## src/design/lstp_pkg.sv

```systemverilog
// Shared types, constants and the CRC byte update for the scan telegram parser.
package lstp_pkg;

    typedef enum logic [2:0] {
        KIND_POINT      = 3'd0,
        KIND_OK         = 3'd1,
        KIND_CRC_ERR    = 3'd2,
        KIND_FORMAT_ERR = 3'd3,
        KIND_TIMEOUT    = 3'd4
    } kind_t;

    typedef enum logic {
        PH_HUNT = 1'b0,
        PH_BODY = 1'b1
    } phase_t;

    typedef enum logic [1:0] {
        CFG_DEVICE_FAMILY = 2'd0,
        CFG_BUS_SLAVE     = 2'd1
    } cfg_index_t;

    typedef struct packed {
        kind_t       kind;
        logic [9:0]  point_index;
        logic [16:0] distance_mm;
        logic        reflector;
    } result_t;

    localparam logic [15:0] CRC_INIT     = 16'hFFFF;
    localparam logic [15:0] CRC_POLY     = 16'h1021;
    localparam logic [15:0] MARKER_A     = 16'hBBBB;
    localparam logic [15:0] MARKER_B     = 16'h1111;
    localparam logic [7:0]  SYNC_BYTE    = 8'hFF;
    localparam logic [7:0]  MASTER_BYTE  = 8'h07;
    localparam logic [7:0]  SLAVE_BYTE   = 8'h08;
    localparam logic [15:0] MIN_WORDS    = 16'd12;
    localparam logic [15:0] MAX_WORDS    = 16'd2046;
    localparam logic [3:0]  HDR_LEN      = 4'd10;
    localparam logic [3:0]  HDR_ZEROS    = 4'd5;
    localparam logic [3:0]  HDR_CRC_FROM = 4'd4;
    localparam logic [3:0]  HDR_CNT_HI   = 4'd6;
    localparam logic [3:0]  HDR_CNT_LO   = 4'd7;
    localparam logic [3:0]  HDR_SYNC     = 4'd8;
    localparam logic [11:0] POS_MARKER_A = 12'd21;
    localparam logic [11:0] POS_MARKER_B = 12'd23;
    localparam logic [11:0] POS_POINTS   = 12'd25;
    localparam logic [15:0] WORDS_EXTRA  = 16'd11;

    // MSB-first CRC-16 update over one byte.
    function automatic logic [15:0] crc_feed(input logic [15:0] crc, input logic [7:0] b);
        logic [15:0] c;
        c = crc ^ {b, 8'h00};
        for (int k = 0; k < 8; k++) begin
            c = c[15] ? ((c << 1) ^ CRC_POLY) : (c << 1);
        end
        return c;
    endfunction

endpackage

```

## src/design/laser_scan_telegram_parser_unit.sv

```systemverilog
// Byte-stream parser for framed range-scanner telegrams with CRC and point output.
//
// Feed received serial bytes on the s_ channel; one byte is taken per clock
// cycle and each byte yields at most one result on the m_ channel: a scan point
// (m_tuser kind 0) or a frame status (ok, CRC error, format error) after the
// trailer (or, for a format error, after a header with a bad word count), or
// a sync timeout after HUNT_LIMIT bytes without a header. Points are sent as
// soon as their word arrives, so drop the points of any frame whose status is
// not ok. All parsing of a byte, including the byte-wide CRC update, happens
// in the cycle it is accepted; results then wait in a two-entry output buffer,
// and s_tready drops only while both entries are full. Configuration writes on
// the cfg_ channel are always accepted and take effect at the next header.
module laser_scan_telegram_parser_unit #(
    parameter int HUNT_LIMIT      = 4096,
    parameter int POINTS_FAMILY_A = 541,
    parameter int POINTS_FAMILY_B = 381
) (
    input  logic        aclk,
    input  logic        aresetn,
    input  logic        s_tvalid,
    output logic        s_tready,
    input  logic [7:0]  s_tdata,   // [7:0] rx_byte
    output logic        m_tvalid,
    input  logic        m_tready,
    output logic [31:0] m_tdata,   // [9:0] point_index, [26:10] distance_mm, [27] reflector
    output logic [2:0]  m_tuser,   // [2:0] kind
    input  logic        cfg_valid,
    output logic        cfg_ready,
    input  logic [1:0]  cfg_index,
    input  logic        cfg_data
);
    import lstp_pkg::*;

    localparam int HUNT_W = $clog2(HUNT_LIMIT + 1);
    localparam logic [HUNT_W-1:0] HUNT_MAX = HUNT_W'(HUNT_LIMIT);
    localparam logic [15:0] WORDS_A = 16'(POINTS_FAMILY_A) + WORDS_EXTRA;
    localparam logic [15:0] WORDS_B = 16'(POINTS_FAMILY_B) + WORDS_EXTRA;

    logic              device_family_reg;
    logic              bus_slave_reg;
    phase_t            phase_reg,       phase_next;
    logic [3:0]        hdr_pos_reg,     hdr_pos_next;
    logic [11:0]       byte_cnt_reg,    byte_cnt_next;
    logic [15:0]       word_count_reg,  word_count_next;
    logic [15:0]       crc_reg,         crc_next;
    logic [7:0]        low_byte_reg,    low_byte_next;
    logic              frame_ok_reg,    frame_ok_next;
    logic [9:0]        point_idx_reg,   point_idx_next;
    logic [HUNT_W-1:0] hunt_cnt_reg,    hunt_cnt_next;

    result_t           out_reg, skid_reg, res;
    logic              out_valid_reg, skid_valid_reg;
    logic              has_res, accept, push, pop;

    logic              hdr_match;
    logic [3:0]        hdr_pos_inc;
    logic [15:0]       wc_full;
    logic [HUNT_W-1:0] hunt_inc;
    logic [11:0]       last_crc, end_pos;
    logic [15:0]       word;
    logic [12:0]       range_raw;

    assign s_tready  = ~skid_valid_reg;
    assign accept    = s_tvalid & s_tready;
    assign push      = accept & has_res;
    assign pop       = out_valid_reg & m_tready;
    assign cfg_ready = 1'b1;

    assign m_tvalid = out_valid_reg;
    assign m_tdata  = {4'b0000, out_reg.reflector, out_reg.distance_mm, out_reg.point_index};
    assign m_tuser  = out_reg.kind;

    assign hdr_pos_inc = hdr_pos_reg + 4'd1;
    assign hunt_inc    = hunt_cnt_reg + HUNT_W'(1);
    assign wc_full     = {word_count_reg[15:8], s_tdata};
    assign last_crc    = {word_count_reg[10:0], 1'b1};
    assign end_pos     = last_crc + 12'd2;
    assign word        = {s_tdata, low_byte_reg};
    assign range_raw   = word[12:0];

    always_comb begin
        if (hdr_pos_reg <= HDR_ZEROS) begin
            hdr_match = (s_tdata == 8'h00);
        end else if (hdr_pos_reg == HDR_CNT_HI || hdr_pos_reg == HDR_CNT_LO) begin
            hdr_match = 1'b1;
        end else if (hdr_pos_reg == HDR_SYNC) begin
            hdr_match = (s_tdata == SYNC_BYTE);
        end else begin
            hdr_match = (s_tdata == (bus_slave_reg ? SLAVE_BYTE : MASTER_BYTE));
        end
    end

    always_comb begin
        phase_next      = phase_reg;
        hdr_pos_next    = hdr_pos_reg;
        byte_cnt_next   = byte_cnt_reg;
        word_count_next = word_count_reg;
        crc_next        = crc_reg;
        low_byte_next   = low_byte_reg;
        frame_ok_next   = frame_ok_reg;
        point_idx_next  = point_idx_reg;
        hunt_cnt_next   = hunt_cnt_reg;
        has_res         = 1'b0;
        res             = '{kind: KIND_POINT, point_index: '0, distance_mm: '0, reflector: 1'b0};

        case (phase_reg)
            PH_HUNT: begin
                // The header CRC is built as the header bytes arrive; a restart
                // reloads it at the first CRC-covered byte.
                if (hdr_pos_reg == HDR_CRC_FROM) begin
                    crc_next = crc_feed(CRC_INIT, s_tdata);
                end else begin
                    crc_next = crc_feed(crc_reg, s_tdata);
                end
                if (hdr_pos_reg == HDR_CNT_HI) begin
                    word_count_next = {s_tdata, 8'h00};
                end else if (hdr_pos_reg == HDR_CNT_LO) begin
                    word_count_next = wc_full;
                end
                hdr_pos_next  = hdr_match ? hdr_pos_inc : 4'd0;
                hunt_cnt_next = hunt_inc;
                if (hdr_match && hdr_pos_inc == HDR_LEN) begin
                    hdr_pos_next  = 4'd0;
                    hunt_cnt_next = '0;
                    if (word_count_reg < MIN_WORDS || word_count_reg > MAX_WORDS) begin
                        has_res  = 1'b1;
                        res.kind = KIND_FORMAT_ERR;
                    end else begin
                        frame_ok_next  = (word_count_reg ==
                                          (device_family_reg ? WORDS_B : WORDS_A));
                        point_idx_next = '0;
                        byte_cnt_next  = 12'(HDR_LEN);
                        phase_next     = PH_BODY;
                    end
                end else if (hunt_inc >= HUNT_MAX) begin
                    hunt_cnt_next = '0;
                    hdr_pos_next  = 4'd0;
                    has_res       = 1'b1;
                    res.kind      = KIND_TIMEOUT;
                end
            end
            PH_BODY: begin
                byte_cnt_next = byte_cnt_reg + 12'd1;
                if (byte_cnt_reg <= last_crc) begin
                    crc_next = crc_feed(crc_reg, s_tdata);
                end
                if (!byte_cnt_reg[0]) begin
                    low_byte_next = s_tdata;
                end else if (byte_cnt_reg == end_pos) begin
                    has_res = 1'b1;
                    if (word != crc_reg) begin
                        res.kind = KIND_CRC_ERR;
                    end else if (!frame_ok_reg) begin
                        res.kind = KIND_FORMAT_ERR;
                    end else begin
                        res.kind = KIND_OK;
                    end
                    phase_next    = PH_HUNT;
                    hdr_pos_next  = 4'd0;
                    hunt_cnt_next = '0;
                    byte_cnt_next = '0;
                end else if (byte_cnt_reg == POS_MARKER_A) begin
                    if (word != MARKER_A) begin
                        frame_ok_next = 1'b0;
                    end
                end else if (byte_cnt_reg == POS_MARKER_B) begin
                    if (word != MARKER_B) begin
                        frame_ok_next = 1'b0;
                    end
                end else if (byte_cnt_reg >= POS_POINTS && byte_cnt_reg <= last_crc
                             && frame_ok_reg) begin
                    has_res         = 1'b1;
                    res.kind        = KIND_POINT;
                    res.point_index = point_idx_reg;
                    // Range times ten as two shifted copies.
                    res.distance_mm = {1'b0, range_raw, 3'b000} + {3'b000, range_raw, 1'b0};
                    res.reflector   = word[13];
                    point_idx_next  = point_idx_reg + 10'd1;
                end
            end
            default: begin
                phase_next = PH_HUNT;
            end
        endcase
    end

    always_ff @(posedge aclk) begin
        if (!aresetn) begin
            phase_reg      <= PH_HUNT;
            hdr_pos_reg    <= '0;
            byte_cnt_reg   <= '0;
            word_count_reg <= '0;
            crc_reg        <= CRC_INIT;
            low_byte_reg   <= '0;
            frame_ok_reg   <= 1'b0;
            point_idx_reg  <= '0;
            hunt_cnt_reg   <= '0;
        end else if (accept) begin
            phase_reg      <= phase_next;
            hdr_pos_reg    <= hdr_pos_next;
            byte_cnt_reg   <= byte_cnt_next;
            word_count_reg <= word_count_next;
            crc_reg        <= crc_next;
            low_byte_reg   <= low_byte_next;
            frame_ok_reg   <= frame_ok_next;
            point_idx_reg  <= point_idx_next;
            hunt_cnt_reg   <= hunt_cnt_next;
        end
    end

    always_ff @(posedge aclk) begin
        if (!aresetn) begin
            device_family_reg <= 1'b0;
            bus_slave_reg     <= 1'b0;
        end else if (cfg_valid && cfg_ready) begin
            case (cfg_index)
                CFG_DEVICE_FAMILY: device_family_reg <= cfg_data;
                CFG_BUS_SLAVE:     bus_slave_reg     <= cfg_data;
                default:           ;
            endcase
        end
    end

    // Two-entry output buffer: the skid entry catches a result while the
    // head entry is stalled.
    always_ff @(posedge aclk) begin
        if (!aresetn) begin
            out_valid_reg  <= 1'b0;
            skid_valid_reg <= 1'b0;
        end else if (!out_valid_reg) begin
            out_valid_reg <= push;
        end else if (pop) begin
            if (skid_valid_reg) begin
                skid_valid_reg <= push;
            end else begin
                out_valid_reg <= push;
            end
        end else if (push) begin
            skid_valid_reg <= 1'b1;
        end
    end

    always_ff @(posedge aclk) begin
        if (!out_valid_reg || (pop && !skid_valid_reg)) begin
            if (push) begin
                out_reg <= res;
            end
        end else if (pop) begin
            out_reg <= skid_reg;
        end
        if (push && out_valid_reg && (skid_valid_reg || !pop)) begin
            skid_reg <= res;
        end
    end

endmodule
```

## config.mk

```make
export PLATFORM = sky130hd
export DESIGN_NAME = laser_scan_telegram_parser_unit
export DESIGN_NICKNAME = d
export VERILOG_FILES = /design/src/design/lstp_pkg.sv /design/src/design/laser_scan_telegram_parser_unit.sv
export SDC_FILE = /design/constraint.sdc
export NUM_CORES = 1
export LEC_CHECK = 0
export BUFFER_PORTS_ARGS = -buffer_cell sky130_fd_sc_hd__clkbuf_2
export CELL_PAD_IN_SITES_DETAIL_PLACEMENT = 1
export CELL_PAD_IN_SITES_GLOBAL_PLACEMENT = 2
export CORE_MARGIN = 2
export CORE_UTILIZATION = 27
export CTS_CLUSTER_SIZE = 8
export DETAILED_ROUTE_END_ITERATION = 6
export HOLD_SLACK_MARGIN = 0.06
export PLACE_DENSITY_LB_ADDON = 0.1
export SLEW_MARGIN = 20
export SYNTH_ARGS = -nofsm -noshare
export SYNTH_HDL_FRONTEND = slang
export SYNTH_SLANG_ARGS = --single-unit
```

## constraint.sdc

```tcl
create_clock -name aclk -period 7.2 [get_ports aclk]
set_clock_uncertainty 0.2 [all_clocks]
set_input_delay 0.36 -clock aclk [delete_from_list [all_inputs] [get_ports aclk]]
set_output_delay 0.36 -clock aclk [all_outputs]
set_load 0.1 [all_outputs]
```

==> results of run 1 <==
-- power by group --
part	switching, W	total [W]	internal, W
combinational	0.000119	0.000203	0.0000841
sequential	0.0000238	0.000887	0.000864
clock	0.000400	0.000933	0.000533
-- per-stage QoR --
stage / std cells / total power [W] / area (um^2) / hold slack, ps
final: 1350 / 0.002023 / 9641 / 158.8
after CTS: 1350 / 0.002065 / 9638 / 134.0
after global placement: 1314 / 0.001109 / 8991 / 273.2
after floorplan: 920 / 0.001065 / 8458 / 241.2
after global routing: 1350 / 0.002118 / 9641 / 199.5
after detailed placement: 1314 / 0.001109 / 8991 / 285.5
-- logic make-up after synthesis --
family | Yosys count | synth area share
AOI/OAI and AO/OA | 186 | 0.1566
xor gates and xnor gates | 82 | 0.08506
adders and majority gates | 35 | 0.05276
buffers and inverters | 94 | 0.05157
DFF | 145 | 0.4149
muxes | 31 | 0.03927
other | 2 | 0.0008895
and+or+nand+nor | 341 | 0.1989
-- worst min-delay path, cell delays in order --
cell,delay [ps]
clkbuf_2,150
a21oi_1,100
nand2_1,70
o21ai_0,70
-- routing by layer --
| metal | vias to the layer above | track usage | wire [um] |
|---|---|---|---|
| met4 | 0 | 0.04452 | 357 |
| li1 | 3364 | - | - |
| met1 | 3326 | 0.2172 | 12720 |
| met3 | 20 | 0.02641 | 701 |
| met5 | - | 0 | 0 |
| met2 | 100 | 0.2450 | 11050 |
-- area by class of cell --
class / instances / area [um^2] / area share
clock inverter: 14 / 167.7 / 0.01739
tap: 396 / 495.5 / 0.05140
clock buffer: 18 / 439.2 / 0.04555
sequential: 145 / 3503 / 0.3634
inverter: 34 / 127.6 / 0.01324
timing repair buffer: 62 / 357.8 / 0.03712
multi-input combinational: 681 / 4549 / 0.4719
-- synth_stat cells, drive strengths merged, types with 3 or more instances --
master | number | area share
nand4 | 18 | 0.013
nor3 | 10 | 0.0059
xor2 | 34 | 0.035
a31oi | 5 | 0.0037
mux2i | 14 | 0.017
nand4b | 3 | 0.0031
a21o | 6 | 0.0053
nand3 | 41 | 0.024
and2 | 5 | 0.0046
nor2 | 58 | 0.026
a221o | 5 | 0.0059
nor2b | 6 | 0.0044
a21oi | 52 | 0.031
dfxtp | 85 | 0.20
o311a | 4 | 0.0049
o2111a | 4 | 0.0055
a22o | 5 | 0.0052
o211ai | 18 | 0.016
mux2 | 17 | 0.023
a211o | 4 | 0.0041
ha | 34 | 0.050
nor4 | 10 | 0.0074
a211oi | 7 | 0.0062
inv | 33 | 0.015
o21a | 3 | 0.0027
nand2b | 4 | 0.0030
and4 | 3 | 0.0033
nor4b | 3 | 0.0031
clkbuf | 39 | 0.020
and3 | 22 | 0.016
nand2 | 127 | 0.057
o21ai | 24 | 0.015
o31ai | 19 | 0.017
or4 | 5 | 0.0044
buf | 21 | 0.017
nor3b | 5 | 0.0044
edfxtp | 60 | 0.21
or3 | 13 | 0.010
o2111ai | 11 | 0.012
a2111o | 4 | 0.0053
xnor2 | 48 | 0.050
-- worst max path at each step --
stage,start,end
after floorplan,word_count_reg[7],m_tdata[0]
after global placement,hdr_pos_reg[0],m_tdata[21]
after detailed placement,word_count_reg[2],m_tdata[26]
after CTS,word_count_reg[2],m_tdata[26]
after global routing,word_count_reg[6],m_tdata[26]
final,word_count_reg[2],m_tdata[26]
-- what timing repair did --
| action | in CTS | in global routing |
|---|---|---|
| resized for setup | 0 | 0 |
| buffers inserted | 0 | 0 |
| hold buffers | 4 | 0 |
| endpoints found under the hold margin | 3 | 0 |
==> impl_metrics.py, run 1 <==
metrics = {
    "logic_synthesis": {
        "yosysWarnings": 0,
        "avgSynthCellArea_um2": 9.217,
        "synth_ff_type": "dfxtp_1",
        "postSynthCellCount": 916,
        "synth-seq-cells": 145,
        "synth-edff-count": 60,
        "yosys.cell_types.count": 80,
        "ys_seq_area_frac": 0.4149,
        "netlist_area_um2": 8443,
        "synthArstFlopShare": 0,
    },
    "finish": {
        "final_common_cell": "nand2_1",
        "final_cell_mix": "125 x nand2_1, 85 x dfxtp_1, 60 x edfxtp_1",
        "fillers": 3557,
        "layout.nets": 992,
        "final_core_util": 0.3143,
        "largest_reg_flops": 30,
        "syn2layout_area_growth_pct": 14.18,
        "drive_gt1_frac": 0.1363,
        "diodes": 0,
    },
    "floorplan": {
        "die-width_um": 180.8,
        "initial_core_util": 0.2753,
        "rows": 64,
        "die-area_um2": 32700,
        "core_um2": 30670,
        "die_h_um": 180.8,
        "ioPinCount": 54,
    },
    "critical_path": {
        "cp-end-kind": "flip-flop",
        "worstRegToRegCells": 10,
        "crit_path_max_incr_delay_ps": 590,
        "required_ps": 7310,
        "crit_buf_inv": 2,
        "worst_path_max_delay_cell": "nand2_1",
        "cp-start-kind": "flip-flop",
        "critPathArrivalTime_ps": 3870,
        "crit_cells": 10,
        "r2r_slack_ps": 3450,
        "path_max_fanout": 29,
        "path_cells": "inv_1, ha_1, a21oi_1, a211oi_1, a2111o_1, a21oi_1, buf_4, nand2_1, nor3_1, mux2_2",
        "critPathKind": "flip-flop to flip-flop",
        "regToRegEndpoint": "m_tdata[26]",
        "critPathTopFamily": "simple AND/OR/NAND/NOR gates",
        "cpMostUsedCell": "a21oi_1",
        "r2r_start": "word_count_reg[2]",
    },
    "timing": {
        "clock.fmax_mhz": 266.4,
        "rsz0062_at_grt": "no",
        "layout_setup_ws_ps": 3447,
        "setup_tns_ps": 0,
        "finalSetupViolations": 0,
        "hold_violations": 0,
        "finalMaxSlewViolations": 0,
        "slew_headroom": 0.3278,
        "fin_crit_ps": 3753,
        "tightest_slew_ps": 1006,
        "period_share": 0.5213,
    },
    "grt": {
        "grt_util_all_layers": 0.1552,
        "grt_pass1_wl_mm": 40.37,
        "antenna_found_initial": 0,
        "grt_pass1_vias": 6966,
        "grt_max_degree": 49,
        "grt_overflow": 0,
    },
    "hold_path": {
        "holdPathStages": 4,
        "min_from": "m_tready",
        "worstHoldPathType": "primary input to flip-flop",
        "min_to": "skid_valid_reg",
    },
    "run": {
        "maxCapViolations": 0,
    },
    "clocking": {
        "clk_pin_slew_worst_paths_ps": 70,
        "clock-sinks": 145,
        "clk_latency_ps": 440,
        "cts_root_buf": "clkbuf_16",
        "clockBufferDepth": 2,
        "cts_buffers": 17,
        "tritoncts": "built",
        "h-tree-depth": 4,
    },
    "pwr": {
        "p_per_area_nw_per_um2": 209.8,
        "ir_drop_uv": 150.9,
        "leakage_nw": 3.584,
    },
    "placement": {
        "portBuffers": 47,
        "pre_cts_slack_ps": 3429,
        "gp_congestion": 0.7984,
        "dp_hpwl_mm": 18.00,
    },
    "drt": {
        "antenna_left": 0,
        "wire_per_inst_um": 18.39,
        "drc_errors": 0,
        "drt-initial-drc-count": 377,
        "firstDrtPassIters": 6,
        "routed_wl_mm": 24.82,
        "vias": 6810,
        "vias_per_cell": 5.044,
    },
    "outcome": {
        "status": "finished clean",
    },
}
Power figures use the tool's default switching activity.
==> run 2, diff against run 1 <==
clock period = 3.8 ns   (was 7.2 ns; I/O delays follow)
==> impl_metrics.py, run 2 (synthesis results as in run 1) <==
metrics = {
    "drt": {
        "drc_errors": 0,
        "vias": 6912,
        "antenna_left": 0,
        "routed_wl_mm": 25.16,
        "wire_per_inst_um": 18.22,
        "firstDrtPassIters": 4,
        "vias_per_cell": 5.005,
        "drt-initial-drc-count": 291,
    },
    "timing": {
        "fin_crit_ps": 3364,
        "tightest_slew_ps": 836.5,
        "slew_headroom": 0.4372,
        "rsz0062_at_grt": "no",
        "finalMaxSlewViolations": 0,
        "layout_setup_ws_ps": 435.9,
        "clock.fmax_mhz": 297.3,
        "period_share": 0.8853,
        "finalSetupViolations": 0,
        "hold_violations": 0,
        "setup_tns_ps": 0,
    },
    "clocking": {
        "tritoncts": "built",
        "cts_root_buf": "clkbuf_16",
        "clk_pin_slew_worst_paths_ps": 70,
        "cts_buffers": 17,
        "clockBufferDepth": 2,
        "clk_latency_ps": 430,
        "postCtsSetupRepairBufs": 0,
        "ctsHoldBuffers": 14,
        "h-tree-depth": 4,
        "clock-sinks": 145,
        "postCtsResizedCells": 0,
    },
    "critical_path": {
        "required_ps": 3920,
        "worst_path_max_delay_cell": "dlygate4sd3_1",
        "crit_path_max_incr_delay_ps": 550,
        "critPathKind": "flip-flop to flip-flop",
        "path_cells": "inv_1, ha_1, nand3b_1, a21oi_1, o21ai_0, a21o_1, a21oi_1, a221oi_1, buf_4, o21ai_0, dlygate4sd3_1",
        "crit_buf_inv": 3,
        "cp-end-kind": "flip-flop",
        "path_max_fanout": 9,
        "cp-start-kind": "flip-flop",
        "critPathTopFamily": "compound AO/OA/AOI/OAI gates",
        "critPathArrivalTime_ps": 3480,
    },
    "grt": {
        "grt_util_all_layers": 0.1598,
        "antenna_found_initial": 1,
        "grt_pass1_vias": 7240,
        "grt_pass1_wl_mm": 41.54,
        "grt_overflow": 0,
        "grt_max_degree": 35,
    },
    "run": {
        "maxCapViolations": 0,
    },
    "finish": {
        "final_common_cell": "nand2_1",
        "syn2layout_area_growth_pct": 17.37,
        "final_cell_mix": "126 x nand2_1, 85 x dfxtp_1, 60 x edfxtp_1",
        "fillers": 3553,
        "regArea_um2": 3503,
        "layout.nets": 1023,
        "largest_reg_flops": 30,
        "multi_input_area_um2": 4547,
        "diodes": 0,
        "drive_gt1_frac": 0.1513,
    },
    "hold_path": {
        "worstHoldPathType": "primary input to flip-flop",
    },
    "placement": {
        "pre_cts_slack_ps": 556.4,
        "gp_congestion": 0.7558,
        "dp_hpwl_mm": 18.58,
        "portBuffers": 47,
    },
    "floorplan": {
        "initial_core_util": 0.2753,
        "rows": 64,
        "die-width_um": 180.8,
        "ioPinCount": 54,
        "die-area_um2": 32700,
        "die_h_um": 180.8,
        "core_um2": 30670,
    },
    "outcome": {
        "status": "finished clean",
    },
    "pwr": {
        "p_per_area_nw_per_um2": 381.8,
        "ir_drop_uv": 288.9,
        "leakage_nw": 3.710,
    },
}
[run 2: per-layer routing]
metal | vias up | GRT usage | routed length (um)
met5 | - | 0 | 0
met4 | 0 | 0.03452 | 207
met3 | 15 | 0.02560 | 573
met2 | 79 | 0.2637 | 11740
met1 | 3396 | 0.2198 | 12640
li1 | 3422 | - | -
[run 2: area by class of cell]
type,count,area share
multi-input combinational,681,0.4588
inverter,34,0.01288
clock buffer,17,0.04293
sequential,145,0.3535
tap,396,0.05000
timing repair buffer,93,0.06465
clock inverter,15,0.01717
[run 2: worst register-to-register path: cells and delay by family (launching register included)]
| family | cells | cell delay (ps) |
|---|---|---|
| compound gates | 6 | 1180 |
| simple gates | 1 | 210 |
| fa+ha+maj | 1 | 300 |
| flops | 1 | 500 |
| buf+inv | 3 | 860 |
[run 2: path summary, 6_finish.rpt]
| path | endpoint | slack (ps) | start | cells after the start |
|---|---|---|---|---|
| worst max-delay path | skid_valid_reg | 440 | hdr_pos_reg[0] | 11 |
| worst min-delay path | low_byte_reg[1] | 80 | s_tdata[1] | 3 |
| worst max register to register | skid_valid_reg | 440 | hdr_pos_reg[0] | 11 |
| worst min register to register | point_idx_reg[9] | 280 | point_idx_reg[9] | 2 |
[run 2: power by group]
part	internal [W]	total, W	switching, W
combinational	0.000168	0.000394	0.000226
clock	0.000934	0.00171	0.000774
sequential	0.00164	0.00168	0.0000444
[run 2: per-stage QoR]
stage	utilization	std cells	cell area, um^2	hold WS [ps]	total power, W
after detailed placement	0.2991	1335	9174	253.8	0.002104
after floorplan	-	920	8474	128.6	0.002018
after global placement	0.2991	1335	9174	250.3	0.002101
after CTS	0.3231	1381	9910	61.86	0.003846
after global routing	0.3231	1381	9910	78.07	0.003961
final	0.3231	1381	9910	78.79	0.003783
